[config.mk]
export PLATFORM = sky130hd
export DESIGN_NAME = jhs_stencil_out_flat
export DESIGN_NICKNAME = d
export VERILOG_FILES = /design/src/jhs_pkg.sv /design/src/jhs_out_if.sv /design/src/jhs_stencil_out.sv /design/src/flat_wrapper.sv
export SDC_FILE = /design/constraint.sdc
export NUM_CORES = 1
export LEC_CHECK = 0
export ABC_AREA = 0
export BUFFER_PORTS_ARGS = -buffer_cell sky130_fd_sc_hd__buf_2
export CAP_MARGIN = 20
export CORE_ASPECT_RATIO = 0.9
export CORE_MARGIN = 2
export CORE_UTILIZATION = 52
export CTS_CLUSTER_SIZE = 28
export DETAILED_ROUTE_END_ITERATION = 8
export GPL_TIMING_DRIVEN = 0
export PLACE_DENSITY = 0.94
export RECOVER_POWER = 25
export SYNTH_ARGS = -nofsm -noshare
export SYNTH_HDL_FRONTEND = slang
export SYNTH_SLANG_ARGS = --single-unit
[constraint.sdc]
create_clock -name clk_i -period 0.8 [get_ports clk_i]
set_input_delay 0.04 -clock clk_i [delete_from_list [all_inputs] [get_ports clk_i]]
set_output_delay 0.04 -clock clk_i [all_outputs]
set_load 0.005 [all_outputs]
[src/jhs_pkg.sv]
// shared widths, register codes and beat types of the jacobi stencil sweep
package jhs_pkg;

  localparam int unsigned ValW        = 32;
  localparam int unsigned SumW        = ValW + 2;
  localparam int unsigned RowW        = 12;
  localparam int unsigned ColW        = 6;
  localparam int unsigned GridWidthW  = 7;
  localparam int unsigned GridHeightW = 13;
  localparam int unsigned CfgW        = 13;
  localparam int unsigned CfgIdxW     = 1;
  localparam int unsigned MinDim      = 3;

  localparam logic [GridWidthW-1:0]  GridWidthRst  = GridWidthW'(64);
  localparam logic [GridHeightW-1:0] GridHeightRst = GridHeightW'(64);

  typedef enum logic [CfgIdxW-1:0] {
    REG_GRID_WIDTH  = 1'b0,
    REG_GRID_HEIGHT = 1'b1
  } cfg_reg_e;

  typedef struct packed {
    logic [ValW-1:0] cell_value;
  } in_beat_t;

  typedef struct packed {
    logic [ValW-1:0] new_value;
    logic [RowW-1:0] out_row;
    logic [ColW-1:0] out_col;
    logic            last_cell;
  } out_beat_t;

  // position of the arriving cell, seen by the datapath
  typedef struct packed {
    logic            emit;
    logic            last;
    logic            row_end;
    logic [RowW-1:0] out_row;
    logic [ColW-1:0] out_col;
  } pos_info_t;

endpackage

[src/jhs_out_if.sv]
// output channel of the stencil sweep: one updated interior cell per beat
interface jhs_out_if
  import jhs_pkg::*;
();
  logic      valid;
  logic      ready;
  out_beat_t data;

  modport source (output valid, output data, input ready);
  modport sink (input valid, input data, output ready);
endinterface

[src/jhs_stencil_out.sv]
// four-point sum, quarter scaling and the result register
module jhs_stencil_out
  import jhs_pkg::*;
(
  input  logic            clk_i,
  input  logic            rst_ni,
  input  logic            acc_i,
  input  pos_info_t       info_i,
  input  logic [ValW-1:0] cell_i,
  input  logic [ValW-1:0] up_i,
  input  logic [ValW-1:0] left_i,
  input  logic [ValW-1:0] right_i,
  output logic            in_ready_o,
  jhs_out_if.source       out_o
);

  logic            valid_q, valid_d;
  out_beat_t       beat_q;
  logic [SumW-1:0] sum;

  assign sum = SumW'(up_i) + SumW'(cell_i) + SumW'(left_i) + SumW'(right_i);

  assign in_ready_o = !valid_q || out_o.ready;

  always_comb begin
    valid_d = valid_q;
    if (acc_i && info_i.emit) begin
      valid_d = 1'b1;
    end else if (out_o.ready) begin
      valid_d = 1'b0;
    end
  end

  always_ff @(posedge clk_i or negedge rst_ni) begin
    if (!rst_ni) begin
      valid_q <= 1'b0;
    end else begin
      valid_q <= valid_d;
    end
  end

  always_ff @(posedge clk_i) begin
    if (acc_i && info_i.emit) begin
      beat_q.new_value <= sum[SumW-1:2];
      beat_q.out_row   <= info_i.out_row;
      beat_q.out_col   <= info_i.out_col;
      beat_q.last_cell <= info_i.last;
    end
  end

  assign out_o.valid = valid_q;
  assign out_o.data  = beat_q;

endmodule

[src/flat_wrapper.sv]
// flat-port wrapper written by rule: the top's interface ports become plain ports
module jhs_stencil_out_flat import jhs_pkg::*;
  (clk_i, rst_ni, acc_i, info_i, cell_i, up_i, left_i, right_i, in_ready_o, out_o_valid, out_o_data, out_o_ready);
  jhs_out_if out_o_i ();
  input  logic clk_i;
  input  logic rst_ni;
  input  logic acc_i;
  input  pos_info_t info_i;
  input  logic [ValW-1:0] cell_i;
  input  logic [ValW-1:0] up_i;
  input  logic [ValW-1:0] left_i;
  input  logic [ValW-1:0] right_i;
  output logic in_ready_o;
  output wire logic [$bits(out_o_i.valid)-1:0] out_o_valid;
  output wire logic [$bits(out_o_i.data)-1:0] out_o_data;
  input wire logic [$bits(out_o_i.ready)-1:0] out_o_ready;
  assign out_o_valid = out_o_i.valid;
  assign out_o_data = out_o_i.data;
  assign out_o_i.ready = out_o_ready;
  jhs_stencil_out u_core (.clk_i(clk_i), .rst_ni(rst_ni), .acc_i(acc_i), .info_i(info_i), .cell_i(cell_i), .up_i(up_i), .left_i(left_i), .right_i(right_i), .in_ready_o(in_ready_o), .out_o(out_o_i));
endmodule
---- Word level (Yosys, flattened, before mapping) ----
Cells that the tools add are included.
word-level totals
  register bits ........................... 52
  output and inout port bits .............. 53
  logic and storage cells ................. 14
cells by class
  $add $sub $neg .......................... 3
  reduce and logical (&&, ||, !) cells .... 4
  multiplexer cells ....................... 2
operator list
  operator             count
  $add A34 B32 Y34     2
  $add A32 B32 Y33     1
  $mux W1              2
  $reduce_bool A2 Y1   1
  $logic_and A1 B1 Y1  1
  $logic_not A1 Y1     1
  $logic_or A1 B1 Y1   1

---- Logic depth before layout (Yosys ltp) ----
  depth in word-level cells ............... 3
  gate-level depth with buffers ........... 22
  gate-level depth less buffers ........... 22

---- Least setup slack after synthesis ----
Ideal clock, no wire load.
  path kind ............................... input -> register
  start ................................... input cell_i[0]
  end ..................................... register u_core.beat_q, in the netlist u_core.out_o.data[50], data pin
  stages .................................. 21
  buffers on the path ..................... 0
  path slack .............................. -3601 ps
  arrival time ............................ 4139 ps
  data required time ...................... 538 ps
  library setup time ...................... 262 ps
  path through ............................ ha_1 > inv_1 > fa_1 > nor2b_1 > o31a_1 > a211o_1 > a2111o_1 > a32oi_4 > o21ba_2 > o21bai_1 > xnor2_1 > fa_1 > inv_1 > ha_1 > a21o_1 > a21o_1 > a21o_1 > a211o_1 > a21oi_1 > o31a_1 > o21ai_0
on the way
  word-level cells in the longest chain between the ends .. 3
ends and longest elaborated chain
  item                           RTL line               source
  start, declared                flat_wrapper.sv:9      input logic [ValW-1:0] cell_i;
  $add A32 B32 Y33               jhs_stencil_out.sv:21  assign sum = SumW'(up_i) + SumW'(cell_i) + SumW'(left_i) + SumW'(right_i);
  $add A34 B32 Y34 (2 in a row)  jhs_stencil_out.sv:21
  net u_core.sum[33]             jhs_stencil_out.sv:19  logic [SumW-1:0] sum;
  end, declared                  jhs_stencil_out.sv:18  out_beat_t beat_q;
The timed path passes the listed nets, and every way through them passes these cells.
A chain may end at the register's enable or synchronous reset.

---- Final worst setup path ----
Same ends and word-level chain as after synthesis.

==> key figures <==
Timing
  – Max Slew Vio Count: 0
  – Final setup TNS: -90.86 ns
  – Setup Viol. Count Final: 75
  – Unrepaired setup endpoints after global routing: yes
  – Clk_skew: 0 ns
  – Max Clock Freq: 235 MHz
  – Final worst slack: -3.46 ns
  – Rel. slew slack: 70.0%
  – Final Hold Viols: 0
  – Crit share post-route: 532%
  – Final Critical Period: 4.26 ns
  – Worst Tran Pin Value: around 0.45 ns

Finish
  – Multi-input logic area: approximately 0.0043 sq mm
  – P&R area growth vs syn: 43.6%
  – Share of cells above drive strength 1: about two fifths
  – Number of diodes: 0
  – Most common cell after layout, fill and taps aside: buf_2
  – Most frequent cells in the layout: buf_2 (201), inv_1 (121), edfxtp_1 (51), ha_1 (47), a21o_1 (42)
  – FILL cells: between 600 and 700
  – Layout Cells excl Fill: about 1,000
  – FF+latch area: 0.00156 sq mm
  – Final net count: between 1,000 and 1,500

Die
  – Number of I/O pins: 206
  – Placeable Area: 0.0108 sq mm
  – Die H: between 100 and 150 um
  – Horiz. Die Dim: 115 um
  – Die Area: 0.0119 sq mm
  – Starting Density: 53.2%
  – Rows: 36

Power
  – Pint: between 10 and 15 mW
  – Clock Power Share: 11.6%
  – Power per Cell Area: 2430 mW/mm^2
  – Leak: 4.15 nW
  – Logic pwr share: about 67%
  – Sequential Power Share: 21.1%
  – Sw Share: 40.3%
  – Switching power: between 8 and 9 mW
  – Peak VDD IR: 1.00 mV
  – Pwr Total: 20.0 mW

Placement
  – Port Buf Inserts: 204
  – DP Cell Count: 961
  – Final GP Congestion: 0.956
  – HPWL after DPL: 11.9 mm
  – Dpl ws: -4.07 ns

Worst hold path
  – Tightest Hold Check Type: input port to async pin

Critical path
  – Reg2reg path depth: 3
  – Worst stage delay on the critical path: 0.47 ns
  – Critical path endpoint category: flip-flop
  – Most frequent CP cell: a21o_1
  – Crit Path Category: input port to flip-flop
  – CP max FO: 3
  – WP data arrival: 4.28 ns
  – CP cell instances: buf_6 -> ha_4 -> inv_2 -> fa_2 -> nor2b_2 -> o31a_1 -> a211o_1 -> a2111o_1 -> a32oi_4 -> o21ba_2 -> o21bai_1 -> xnor2_1 -> fa_1 -> inv_2 -> ha_4 -> a21o_1 -> a21o_1 -> a21o_1 -> a211o_1 -> a21oi_2 -> o31a_1 -> o21ai_1
  – Startpoint class of the critical path: input port
  – Worst EP required: 0.83 ns
  – CP max stage cell: a2111o_1

Detailed routing
  – Drt first pass iters: 4
  – Via-to-Cell Ratio: 5.51
  – Final WL: 16.8 mm
  – Number of DRC markers in iteration 0: 293
  – Average routed wire per standard cell: ~16 um
  – DR vias: 5,672
  – Final antenna-violating net count: 0
  – Residual DRC count: 0

Synth
  – Cell Area, Synth: 0.00575 sq mm
  – Seq cells post-synth: 52
  – Post-Syn Area per Cell: 9.22 sq um
  – Ys flop type: edfxtp_1
  – Synth cell types: 50
  – Register area share after synthesis: 27.1%
  – Syn Nets: between 800 and 900
  – Asr flop ratio synth: 1.92%
  – Gate Count Post-Synth: 624
  – Post-synth EDFFs: 51
  – Yosys warns: 0

Run
  – Max_cap viols: 0

Global routing
  – Initial antenna violation count: 0
  – Vias in the first global route: 5,466
  – First-pass GRT wire length: 25.5 mm
  – Overall routing resource usage: 26.4%
  – Largest net degree at the start of global routing: 53
  – Global route overflow: 0

Clock network
  – Htree depth: 2
  – CTS Buffer Depth: 2
  – CTS Root Cell: clkbuf_16
  – Sinks on the clock net: 52
  – Clk pin slew, worst setup/hold paths: 0.07 ns
  – TritonCTS Buffers: 5
  – CTS tree: done
  – Worst-Skew Late Latency: 0.27 ns

Outcome
  – Violated checks: setup timing
  – Status: finished, violations left
registers in the layout, summed over array words and instances, names as in the netlist:
name,flops
u_core.out_o.valid,1
u_core.out_o.data,51
worst paths after layout:
path	from	end	slack, ns
worst max-delay path	cell_i[0]	u_core.out_o.data[50]$_DFFE_PP_	-3.46
worst min-delay path	rst_ni	u_core.out_o.valid$_DFFE_PN0P_	0.07
worst max register to register	u_core.out_o.valid$_DFFE_PN0P_	u_core.out_o.valid$_DFFE_PN0P_	0.09
worst min register to register	u_core.out_o.valid$_DFFE_PN0P_	u_core.out_o.valid$_DFFE_PN0P_	0.62
max in group asynchronous	rst_ni	u_core.out_o.valid$_DFFE_PN0P_	0.64
min in group clk_i	out_o_ready	u_core.out_o.valid$_DFFE_PN0P_	0.12
metal layers:
metal / vias to the layer above / global-route usage [%] / part of all wire [%]
li1: 2685 / - / -
met4: 0 / 9.12 / 3.7
met3: 54 / 2.40 / 6.4
met5: - / 0 / 0
met2: 303 / 44.9 / 48
met1: 2630 / 35.1 / 41
worst max-delay path: cells and delay by family:
family	cells	cell delay, ns
AO/OA/AOI/OAI	13	2.71
XOR/XNOR	1	0.24
adder cells (fa/ha/maj)	4	1.02
buffers and inverters	3	0.23
AND/OR/NAND/NOR	1	0.06
area by class of cell:
class                           instances  area share (%)
Multi-Input combinational cell        437            52.3
Timing Repair Buffer                  265            18.7
Inverter                              133            6.04
Buffer                                  2          0.0909
Clock buffer                            5            1.51
Clock inverter                          3           0.515
Tap cell                              133            2.01
Sequential cell                        52            18.8
Yosys cell counts, types with 11 or more instances:
| cell | instances | area, sq um |
|---|---|---|
| a21o_1 | 42 | 315 |
| a21oi_1 | 48 | 240 |
| edfxtp_1 | 51 | 1530 |
| fa_1 | 33 | 661 |
| ha_1 | 64 | 801 |
| inv_1 | 133 | 499 |
| nand2_1 | 21 | 78.8 |
| nand3_1 | 13 | 65.1 |
| nor2_1 | 29 | 109 |
| o21ai_0 | 23 | 115 |
| o21bai_1 | 11 | 82.6 |
| xnor2_1 | 37 | 324 |
| xor2_1 | 17 | 149 |
stage by stage:
stage	util, %	area (sq um)	hold slack, ns
finish	76.4	8260	0.0733
CTS	74.6	8070	0.0519
global placement	66.3	7170	-0.185
floorplan	-	5980	-0.256
detailed placement	66.3	7170	-0.184
global route	76.4	8260	0.0795
kinds of logic (layout without fill, tap and decap cells):
| group | Yosys count | in the layout | synth area share [%] |
|---|---|---|---|
| AOI/OAI and AO/OA | 176 | 176 | 20.9 |
| xor gates and xnor gates | 54 | 54 | 8.22 |
| adders and majority gates | 97 | 97 | 25.4 |
| buffers and inverters | 136 | 408 | 8.87 |
| DFF | 52 | 52 | 27.1 |
| muxes | 1 | 1 | 0.174 |
| and+or+nand+nor | 108 | 109 | 9.33 |
power groups by stage:
stage / combinational (mW) / clock [mW] / sequential, mW
floorplan: 7.62 / 0 / 4.36
global placement: 10.1 / 0 / 4.24
detailed placement: 10.4 / 0 / 4.28
CTS: 12.1 / 2.38 / 4.22
global route: 14.6 / 2.45 / 4.27
finish: 13.5 / 2.33 / 4.22
timing repair:
item,4_1_cts,5_1_grt
pin swaps,49,17
hold endpoints to repair,20,0
gates cloned,0,1
gates resized for setup,55,30
setup buffers,31,10
hold buffers,20,0
endpoints found under the setup margin,84,136
(Power assumes the default switching activity.)
