**config.mk**
```make
export PLATFORM = sky130hd
export DESIGN_NAME = jhs_pos_ctr
export DESIGN_NICKNAME = d
export VERILOG_FILES = /design/src/jhs_pkg.sv /design/src/jhs_pos_ctr.sv
export SDC_FILE = /design/constraint.sdc
export NUM_CORES = 1
export LEC_CHECK = 0
export ABC_AREA = 1
export ABC_CLOCK_PERIOD_IN_PS = 2000
export BUFFER_PORTS_ARGS = -buffer_cell sky130_fd_sc_hd__buf_2
export CAP_MARGIN = 10
export CORE_MARGIN = 5
export CORE_UTILIZATION = 58
export CTS_CLUSTER_SIZE = 28
export DETAILED_ROUTE_END_ITERATION = 10
export PLACE_DENSITY = 0.82
export SLEW_MARGIN = 20
export SYNTH_ARGS = -nofsm -noshare
export SYNTH_HDL_FRONTEND = slang
export SYNTH_SLANG_ARGS = --single-unit
export TNS_END_PERCENT = 50
```
**constraint.sdc**
```tcl
create_clock -name clk_i -period 2 [get_ports clk_i]
set_clock_uncertainty 0.1 [all_clocks]
set_input_delay 0.4 -clock clk_i [delete_from_list [all_inputs] [get_ports clk_i]]
set_output_delay 0.4 -clock clk_i [all_outputs]
set_load 0.02 [all_outputs]
```
**src/jhs_pkg.sv**
```systemverilog
// shared widths, register codes and beat types of the jacobi stencil sweep
package jhs_pkg;

  localparam int unsigned ValW        = 32;
  localparam int unsigned SumW        = ValW + 2;
  localparam int unsigned RowW        = 12;
  localparam int unsigned ColW        = 6;
  localparam int unsigned GridWidthW  = 7;
  localparam int unsigned GridHeightW = 13;
  localparam int unsigned CfgW        = 13;
  localparam int unsigned CfgIdxW     = 1;
  localparam int unsigned MinDim      = 3;

  localparam logic [GridWidthW-1:0]  GridWidthRst  = GridWidthW'(64);
  localparam logic [GridHeightW-1:0] GridHeightRst = GridHeightW'(64);

  typedef enum logic [CfgIdxW-1:0] {
    REG_GRID_WIDTH  = 1'b0,
    REG_GRID_HEIGHT = 1'b1
  } cfg_reg_e;

  typedef struct packed {
    logic [ValW-1:0] cell_value;
  } in_beat_t;

  typedef struct packed {
    logic [ValW-1:0] new_value;
    logic [RowW-1:0] out_row;
    logic [ColW-1:0] out_col;
    logic            last_cell;
  } out_beat_t;

  // position of the arriving cell, seen by the datapath
  typedef struct packed {
    logic            emit;
    logic            last;
    logic            row_end;
    logic [RowW-1:0] out_row;
    logic [ColW-1:0] out_col;
  } pos_info_t;

endpackage

```
**src/jhs_pos_ctr.sv**
```systemverilog
// grid size registers and raster row/column counters
module jhs_pos_ctr
  import jhs_pkg::*;
#(
  parameter int unsigned MAX_WIDTH  = 64,
  parameter int unsigned MAX_HEIGHT = 4096,
  localparam int unsigned CW = $clog2(MAX_WIDTH),
  localparam int unsigned RW = $clog2(MAX_HEIGHT)
) (
  input  logic               clk_i,
  input  logic               rst_ni,
  input  logic               cfg_we_i,
  input  logic [CfgIdxW-1:0] cfg_idx_i,
  input  logic [CfgW-1:0]    cfg_wdata_i,
  input  logic               acc_i,
  output logic [CW-1:0]      col_o,
  output pos_info_t          info_o
);

  function automatic logic [CW-1:0] col_last_of(input logic [GridWidthW-1:0] v);
    int unsigned e;
    e = 32'(v);
    if (e < MinDim) begin
      e = MinDim;
    end else if (e > MAX_WIDTH) begin
      e = MAX_WIDTH;
    end
    return CW'(e - 1);
  endfunction

  function automatic logic [RW-1:0] row_last_of(input logic [GridHeightW-1:0] v);
    int unsigned e;
    e = 32'(v);
    if (e < MinDim) begin
      e = MinDim;
    end else if (e > MAX_HEIGHT) begin
      e = MAX_HEIGHT;
    end
    return RW'(e - 1);
  endfunction

  logic [CW-1:0] col_q, col_d, col_last_q, col_last_d;
  logic [RW-1:0] row_q, row_d, row_last_q, row_last_d;
  logic [RW-1:0] row_m1;
  logic          cfg_hit, row_end;

  assign row_end = (col_q == col_last_q);
  assign row_m1  = row_q - RW'(1);

  always_comb begin
    col_last_d = col_last_q;
    row_last_d = row_last_q;
    cfg_hit    = 1'b0;
    if (cfg_we_i) begin
      case (cfg_reg_e'(cfg_idx_i))
        REG_GRID_WIDTH: begin
          col_last_d = col_last_of(cfg_wdata_i[GridWidthW-1:0]);
          cfg_hit    = 1'b1;
        end
        REG_GRID_HEIGHT: begin
          row_last_d = row_last_of(cfg_wdata_i[GridHeightW-1:0]);
          cfg_hit    = 1'b1;
        end
        default: begin
          cfg_hit = 1'b0;
        end
      endcase
    end
  end

  always_comb begin
    col_d = col_q;
    row_d = row_q;
    if (cfg_hit) begin
      // any register write restarts the sweep
      col_d = '0;
      row_d = '0;
    end else if (acc_i) begin
      if (row_end) begin
        col_d = '0;
        row_d = (row_q == row_last_q) ? '0 : row_q + RW'(1);
      end else begin
        col_d = col_q + CW'(1);
      end
    end
  end

  always_ff @(posedge clk_i or negedge rst_ni) begin
    if (!rst_ni) begin
      col_q      <= '0;
      row_q      <= '0;
      col_last_q <= col_last_of(GridWidthRst);
      row_last_q <= row_last_of(GridHeightRst);
    end else begin
      col_q      <= col_d;
      row_q      <= row_d;
      col_last_q <= col_last_d;
      row_last_q <= row_last_d;
    end
  end

  assign col_o          = col_q;
  assign info_o.row_end = row_end;
  assign info_o.emit    = (row_q >= RW'(2)) && (col_q != '0) && !row_end;
  assign info_o.last    = info_o.emit && (row_q == row_last_q)
                          && (col_q == col_last_q - CW'(1));
  assign info_o.out_row = RowW'(row_m1);
  assign info_o.out_col = ColW'(col_q);

endmodule

```
After elaboration in Yosys (flattened, before gate mapping):

Index checks and enable logic that the tools add are counted.
Widths: inputs -> output; s select.

* logic and storage cells: 46
* output and inout port bits: 27
* bits of input ports: 18
* flip-flop bits (word level): 36

* multiplexer cells: 16
* order comparisons: 5
* $add $sub $neg: 6
* reduce and logical (&&, ||, !) cells: 11
* eq/ne operators: 3
* bitwise gates (word level): 1

Operators with widths (number)
* $mux 12: 8
* $mux 6: 7
* $sub 12x1->12 const B: 2
* $gt 13x13->1 const B: 1
* $lt 13x2->1 const B: 1
* $add 12x1->12 const B: 1
* $eq 12x12->1: 1
* $eq 6x6->1: 2
* $ge 12x2->1 const B: 1
* $sub 6x1->6 const B: 2
* $gt 7x7->1 const B: 1
* $lt 7x2->1 const B: 1
* $add 6x1->6 const B: 1
* $reduce_and 2->1: 3
* $reduce_bool 6->1: 1
* $logic_and 1x1->1: 4
* $reduce_bool 2->1: 2
* $logic_not 1->1: 1
* $mux 1: 1
* $not 1->1: 1

Depth between registers and ports, before layout:

Gate-level depths: netlist of run 1.

* depth after elaboration: 6
* gate-level depth with buffers: 15
* depth with buffers taken out: 14

Worst setup path after synthesis of run 1:

OpenSTA, ideal clock, no wires.

* kind: reg2out
* start: register row_q[0]
* end: output port info_o[16] (netlist name)
* required time: 1.500 ns
* path slack: -0.231 ns
* buffers on the path: 0
* cell stages (with the launch flop): 7
* data arrival time: 1.731 ns
* cell sequence: dfrtp_1 > inv_1 > ha_1 > nand3_1 > nor3_1 > nand3_1 > xnor2_1

RTL lines
* start: declaration: RTL line jhs_pos_ctr.sv:43 `logic [RW-1:0] row_q, row_d, row_last_q, row_last_d;`
* start signal: assignment: RTL line jhs_pos_ctr.sv:96 `row_q <= row_d;`
* end: declaration: RTL line jhs_pos_ctr.sv:17 `output pos_info_t info_o`

==> results of run 1 <==
## cell usage after synthesis (all sizes together)
| master | n |
|---|---|
| inv | 52 |
| nor2 | 56 |
| and3 | 1 |
| o41ai | 2 |
| nand3b | 2 |
| a21oi | 8 |
| dfstp | 12 |
| dfrtp | 24 |
| nor4 | 1 |
| buf | 17 |
| a31oi | 4 |
| o21ai | 26 |
| xnor2 | 15 |
| or2 | 2 |
| nor3 | 11 |
| o22ai | 3 |
| a211oi | 1 |
| nand4 | 9 |
| o21bai | 1 |
| clkbuf | 3 |
| nand3 | 31 |
| nand2 | 100 |
| ha | 8 |
| xor2 | 21 |
| o211ai | 2 |
| and2 | 2 |
## flip-flops by register name (all words and copies together) (netlist names)
| signal | flops |
|---|---|
| row_last_q | 12 |
| row_q | 12 |
| col_last_q | 6 |
| col_o | 6 |
## final cells by class
| class | instances | area [sq um] |
|---|---|---|
| clock inverters | 1 | 5.00 |
| repair buffers | 102 | 728 |
| multi-input cells | 306 | 1860 |
| well taps | 67 | 83.8 |
| inverters | 52 | 198 |
| clock buffers | 7 | 76.3 |
| flip-flops and latches | 36 | 921 |
| fillers | 304 | 912 |
## stage by stage
| stage | std cells | cell area [sq um] |
|---|---|---|
| global route | 571 | 3870 |
| finish | 571 | 3870 |
| CTS | 565 | 3680 |
| floorplan | 414 | 2940 |
| global placement | 552 | 3450 |
| detailed placement | 552 | 3450 |
## power by group
group	internal [mW]	switching (mW)	total (mW)
Clock	0.245	0.271	0.516
Sequential	0.835	0.0765	0.911
Combinational	0.357	0.479	0.836
## worst max path at each step
stage / slack, ps / startpoint / cells after the start / endpoint
finish: -370 / col_last_q[1] / 8 / info_o[19]
global route: -480 / col_last_q[1] / 8 / info_o[19]
CTS: -360 / col_last_q[1] / 8 / info_o[19]
detailed placement: -110 / cfg_wdata_i[2] / 14 / row_last_q[10]
global placement: -70 / col_last_q[1] / 8 / info_o[19]
floorplan: -8 / row_q[0] / 6 / info_o[16]
## logic make-up (layout without fill, tap and decap cells)
group	after synthesis	count (layout)	synth area share [%]
AO/OA/AOI/OAI	47	47	9.43
XOR/XNOR	36	36	10.9
adder cells (fa/ha/maj)	8	8	3.46
buffers and inverters	72	162	11.7
flip-flops	36	36	31.7
AND/OR/NAND/NOR	215	215	32.9
## metal layers
layer	global-route usage (%)	part of all wire, %	vias up
li1	-	-	1495
met1	30.3	40	1449
met2	45.1	51	145
met3	4.04	6.2	33
met4	8.45	2.6	0
met5	0	0	-
## repair_timing
item,CTS,global route
pin swaps,11,8
gates resized for setup,31,43
hold buffers,0,0
hold endpoints to repair,0,0
setup endpoints to repair,8,16
buffers inserted,5,6
==> summary.md, run 1 <==
| Metric | Value |
|---|---|
| Status | finished, violations left |
| Failing checks | setup timing |
| Reg-to-Reg End | row_q[7] |
| Clk root buf | clkbuf_8 |
| Synth area leader | dfrtp_1 |
| Vias per cell | 5.47 |
| RSZ-0062 raised after global routing | true |
| Core Util, Final | 80.9% |
| Antenna-violating nets left | 0 |
| Worst Setup Start Kind | flop |
| Post-route worst setup slack | -366 ps |
| Total power | 2.26 mW |
| CP max FO | 2 |
| Clock Path Buffers | 2 |
| R2R depth | 12 |
| Slew @ Worst Pin | 542 ps |
| GRT Total Usage | 25.2% |
| Clk_lat worst skew | 300 ps |
| CTS Buf Count | 5 |
| Final HPWL DP | 5590 um |
| First-pass GRT wire length | 12,800 um |
| Distinct cell type count after synthesis | 40 |
| Share of Yosys cell area claimed by the top area cell type | 20.8% |
| Synthesized area | 0.00289 sq mm |
| Largest net degree at the start of global routing | 37 |
| Period minus WS final | 2370 ps |
| Clock Sinks | 36 |
| DRC | 0 |
| Drt wl/cell | 14.0 um |
| Seq cells post-synth | 36 |
| Core Area | 0.00479 sq mm |
| First-pass DRT Iterations | 5 |
| Commonest non-fill, non-tap cell in the layout | nand2_1 |
| Worst slew margin | 63.4% |
| Vias in the first global route | 2,852 |
| Worst path max stage delay | 540 ps |
| Arrival time worst endpoint | 1870 ps |
| DR vias | 3,122 |
| Port Buffers | 44 |
| Area grow syn2layout | 33.9% |
| CP delay by family, top | flip-flops |
| Cell Pwr Density | 584 mW/mm^2 |
| Mapped Avg Cell Area | 6.99 sq um |
| Worst IR drop on VDD | 0.376 mV |
| Worst path bufs/invs | 2 |
| Die X-Extent | 80.6 um |
| Pre-CTS setup slack | -114 ps |
| H-tree levels | 2 |
| Hold Path Class | in -> async |
| Slew Viols, Final | 0 |
| Nets | 529 |
| CTS tree | yes |
| Number of diodes | 0 |
| YS warnings | 0 |
| WP data required | 1500 ps |
| Starting density of the core | 60.4% |
| Synth area leaders | dfrtp_1 (21%), nand2_1 (12%), dfstp_2 (11%) |
| Iter 0 DRT Violations | 243 |
| Critical R2R Launch | col_last_q[1] |
| Fin Setup TNS | -1890 ps |
| Layout cells sized above 1 | 35.3% |
| Final setup fails | 11 |
| Most frequent cells in the layout | nand2_1 (89), buf_4 (57), nor2_1 (46) |
| Initial antenna violation count | 0 |
| Grt ovf | 0 |
| Crit path capture type | output port |
| Sequential cell area fraction in the yosys report | 31.7% |
| Crit path kind | reg -> out |
| Die area | 0.00650 sq mm |
| IO Pins | 45 |
| Final hold violation count | 0 |
| Max Cap Violations | 0 |
| Row count | 25 |
| Chip height | 80.6 um |
| Cell count after synthesis | 414 |
| Clk slew on worst S/H paths | 80 ps |
| Mapped Nets | 440 |
| Total Wirelength | 8010 um |
| Final worst-path cycle share | 118% |
| Final hold slack | 28.9 ps |
| LEAKAGE | 1.96 nW |
| GP Congestion | 0.923 |
| Crit path max-delay cell type | dfstp_2 |
| Reg2Reg Setup Slack | -40 ps |
| Crit path cell chain | inv_2 -> ha_4 -> xor2_1 -> o211ai_1 -> nor2_1 -> nand3b_1 -> nor3_4 -> buf_6 |
| Maximum clock frequency | 423 MHz |
No activity file was read; power rests on OpenSTA's default activity.
==> run 2: changes to the inputs <==
--- a/config.mk
+++ b/config.mk
@@ -11,8 +11,8 @@
 export CAP_MARGIN = 10
 export CORE_MARGIN = 5
-export CORE_UTILIZATION = 58
+export CORE_UTILIZATION = 35
 export CTS_CLUSTER_SIZE = 28
 export DETAILED_ROUTE_END_ITERATION = 10
-export PLACE_DENSITY = 0.82
+export PLACE_DENSITY = 0.55
 export SLEW_MARGIN = 20
 export SYNTH_ARGS = -nofsm -noshare
--- a/constraint.sdc
+++ b/constraint.sdc
@@ -3,3 +3,3 @@
 set_input_delay 0.4 -clock clk_i [delete_from_list [all_inputs] [get_ports clk_i]]
 set_output_delay 0.4 -clock clk_i [all_outputs]
-set_load 0.02 [all_outputs]
+set_load 0.005 [all_outputs]
==> run 2 against run 1 <==
The run still ends with setup timing left. Highest routed layer unchanged. Worst hold slack worse by 12 ps. Via count is 8.0% lower. Combinational power is 12% lower. Critical path type unchanged. Sequential cell count stayed put. Final area stayed put. Wire length is 4.5% lower. Register-to-register slack better by 120 ps.
==> summary.md, run 2 (synthesis results as in run 1) <==
| Metric | Value |
|---|---|
| Chip height | 101 um (was 80.6 um) |
| Row count | 33 (was 25) |
| Area occupied by multi-input gates | 0.00180 sq mm (was 0.00186 sq mm) |
| Crit path kind | reg -> out (unchanged) |
| Fin Setup TNS | -1760 ps (was -1890 ps) |
| Drt wl/cell | 12.4 um (was 14.0 um) |
| Hold Path Class | in -> async (unchanged) |
| WP data required | 1500 ps (about the same) |
| Post-cts hold buffer count | 0 (unchanged) |
| Worst slew margin | 58.7% (was 63.4%) |
| Slew Viols, Final | 0 (unchanged) |
| CTS Buf Count | 5 (unchanged) |
| Total power | 2.18 mW (was 2.26 mW) |
| First-pass GRT wire length | 13,000 um (was 12,800 um) |
| H-tree levels | 2 (unchanged) |
| Failing checks | setup timing (unchanged) |
| First-pass DRT Iterations | 4 (was 5) |
| DRC | 0 (unchanged) |
| Grt ovf | 0 (unchanged) |
| CTS tree | yes (unchanged) |
| Critical R2R Launch | col_last_q[0] (was col_last_q[1]) |
| Nets | 537 (was 529) |
| RSZ-0062 raised after global routing | true (unchanged) |
| Period minus WS final | 2330 ps (was 2370 ps) |
| DR vias | 2,872 (was 3,122) |
| Clk slew on worst S/H paths | 70 ps (was 80 ps) |
| Crit path capture type | output port (unchanged) |
| Layout cells sized above 1 | 33.4% (was 35.3%) |
| Area grow syn2layout | 33.9% (unchanged) |
| Worst Setup SP | col_last_q[1] (unchanged) |
| Core Area | 0.00813 sq mm (was 0.00479 sq mm) |
| Iter 0 DRT Violations | 87 (was 243) |
| Worst IR drop on VDD | 0.248 mV (was 0.376 mV) |
| Antenna-violating nets left | 0 (unchanged) |
| Post-route worst setup slack | -333 ps (was -366 ps) |
| Starting density of the core | 35.6% (was 60.4%) |
| Clock Path Buffers | 2 (unchanged) |
| Final worst-path cycle share | 117% (was 118%) |
| Clk_lat worst skew | 290 ps (was 300 ps) |
| Most frequent cells in the layout | nand2_1 (92), buf_4 (59), nor2_1 (49) (was nand2_1 (89), buf_4 (57), nor2_1 (46)) |
| Slew @ Worst Pin | 620 ps (was 542 ps) |
| Final HPWL DP | 6030 um (was 5590 um) |
| GRT Total Usage | 15.6% (was 25.2%) |
| Filler cell count | 838 (was 304) |
| Top Registers | row_last_q: 12 flops, row_q: 12 flops (unchanged) |
| Clock Sinks | 36 (unchanged) |
| Worst Setup Start Kind | flop (unchanged) |
| Total Wirelength | 7650 um (was 8010 um) |
| Vias in the first global route | 2,812 (was 2,852) |
| Port Buffers | 44 (unchanged) |
| Clk root buf | clkbuf_8 (unchanged) |
| Vias per cell | 4.65 (was 5.47) |
| Commonest non-fill, non-tap cell in the layout | nand2_1 (unchanged) |
| Final setup fails | 10 (was 11) |
| Status | finished, violations left (unchanged) |
| Final hold violation count | 0 (unchanged) |
| Initial antenna violation count | 0 (unchanged) |
| IO Pins | 45 (unchanged) |
| Die X-Extent | 101 um (was 80.6 um) |
| Die area | 0.0102 sq mm (was 0.00650 sq mm) |
| Reg area | 918 sq um (was 921 sq um) |
| Arrival time worst endpoint | 1830 ps (was 1870 ps) |
| CP max FO | 2 (unchanged) |
| Maximum clock frequency | 429 MHz (was 423 MHz) |
| LEAKAGE | 1.96 nW (about the same) |
| Cell Pwr Density | 564 mW/mm^2 (was 584 mW/mm^2) |
| Max Cap Violations | 0 (unchanged) |
| Number of diodes | 0 (unchanged) |
| GP Congestion | 0.922 (was 0.923) |
| Largest net degree at the start of global routing | 27 (was 37) |
[run 2: area by class of cell]
class / instances / share of cell area [%]
Clock buffer: 8 / 2.33
Inverter: 52 / 5.04
Multi-Input combinational cell: 306 / 46.4
Sequential cell: 36 / 23.7
Tap cell: 105 / 3.39
Timing Repair Buffer: 110 / 19.2
[run 2: power by group]
| group | switching, mW | internal [mW] | leakage [nW] |
|---|---|---|---|
| sequential | 0.0775 | 0.833 | 0.445 |
| clock | 0.254 | 0.281 | 0.0455 |
| combinational | 0.387 | 0.352 | 1.47 |
[run 2: through the flow]
stage / hold WS [ps] / area [sq um] / setup slack [ps] / util [%] / std cells
after CTS: 40.9 / 3760 / -397 / 46.2 / 613
after global placement: 354 / 3510 / -17.6 / 43.1 / 597
after floorplan: 4.41 / 2890 / 67.2 / - / 414
final: 16.9 / 3870 / -333 / 47.6 / 617
after detailed placement: 359 / 3510 / -96.1 / 43.1 / 597
after global routing: 75.8 / 3870 / -427 / 47.6 / 617
[run 2: worst paths after layout]
path / slack (ps) / to / cells past startpoint
min in group clk_i: 330 / col_last_q[2] / 4
hold / removal: 20 / col_o[2] / 1
hold reg to reg: 370 / row_last_q[2] / 2
setup / recovery: -330 / info_o[19] / 8
max in group asynchronous: 1130 / row_last_q[5] / 2
setup reg to reg: 80 / row_q[0] / 8
[run 2: worst max-delay path, cell delays in order, from the launching register on]
cell	delay, ps
dfstp_2	540
inv_2	50
ha_4	240
xor2_2	170
o211ai_1	120
nor2_1	120
nand3b_1	70
nor3_1	120
buf_2	130
[run 2: what timing repair did]
action	CTS	global route
buffers inserted	8	4
endpoints found under the setup margin	9	17
gates resized for setup	28	17
pin swaps	9	13
[run 2: routing by layer]
metal	global-route usage, %	vias to the layer above	part of all wire [%]
li1	-	1510	-
met1	20.9	1311	47
met2	26.3	46	48
met3	1.87	5	3.9
met4	4.29	0	1.1
met5	0	-	0
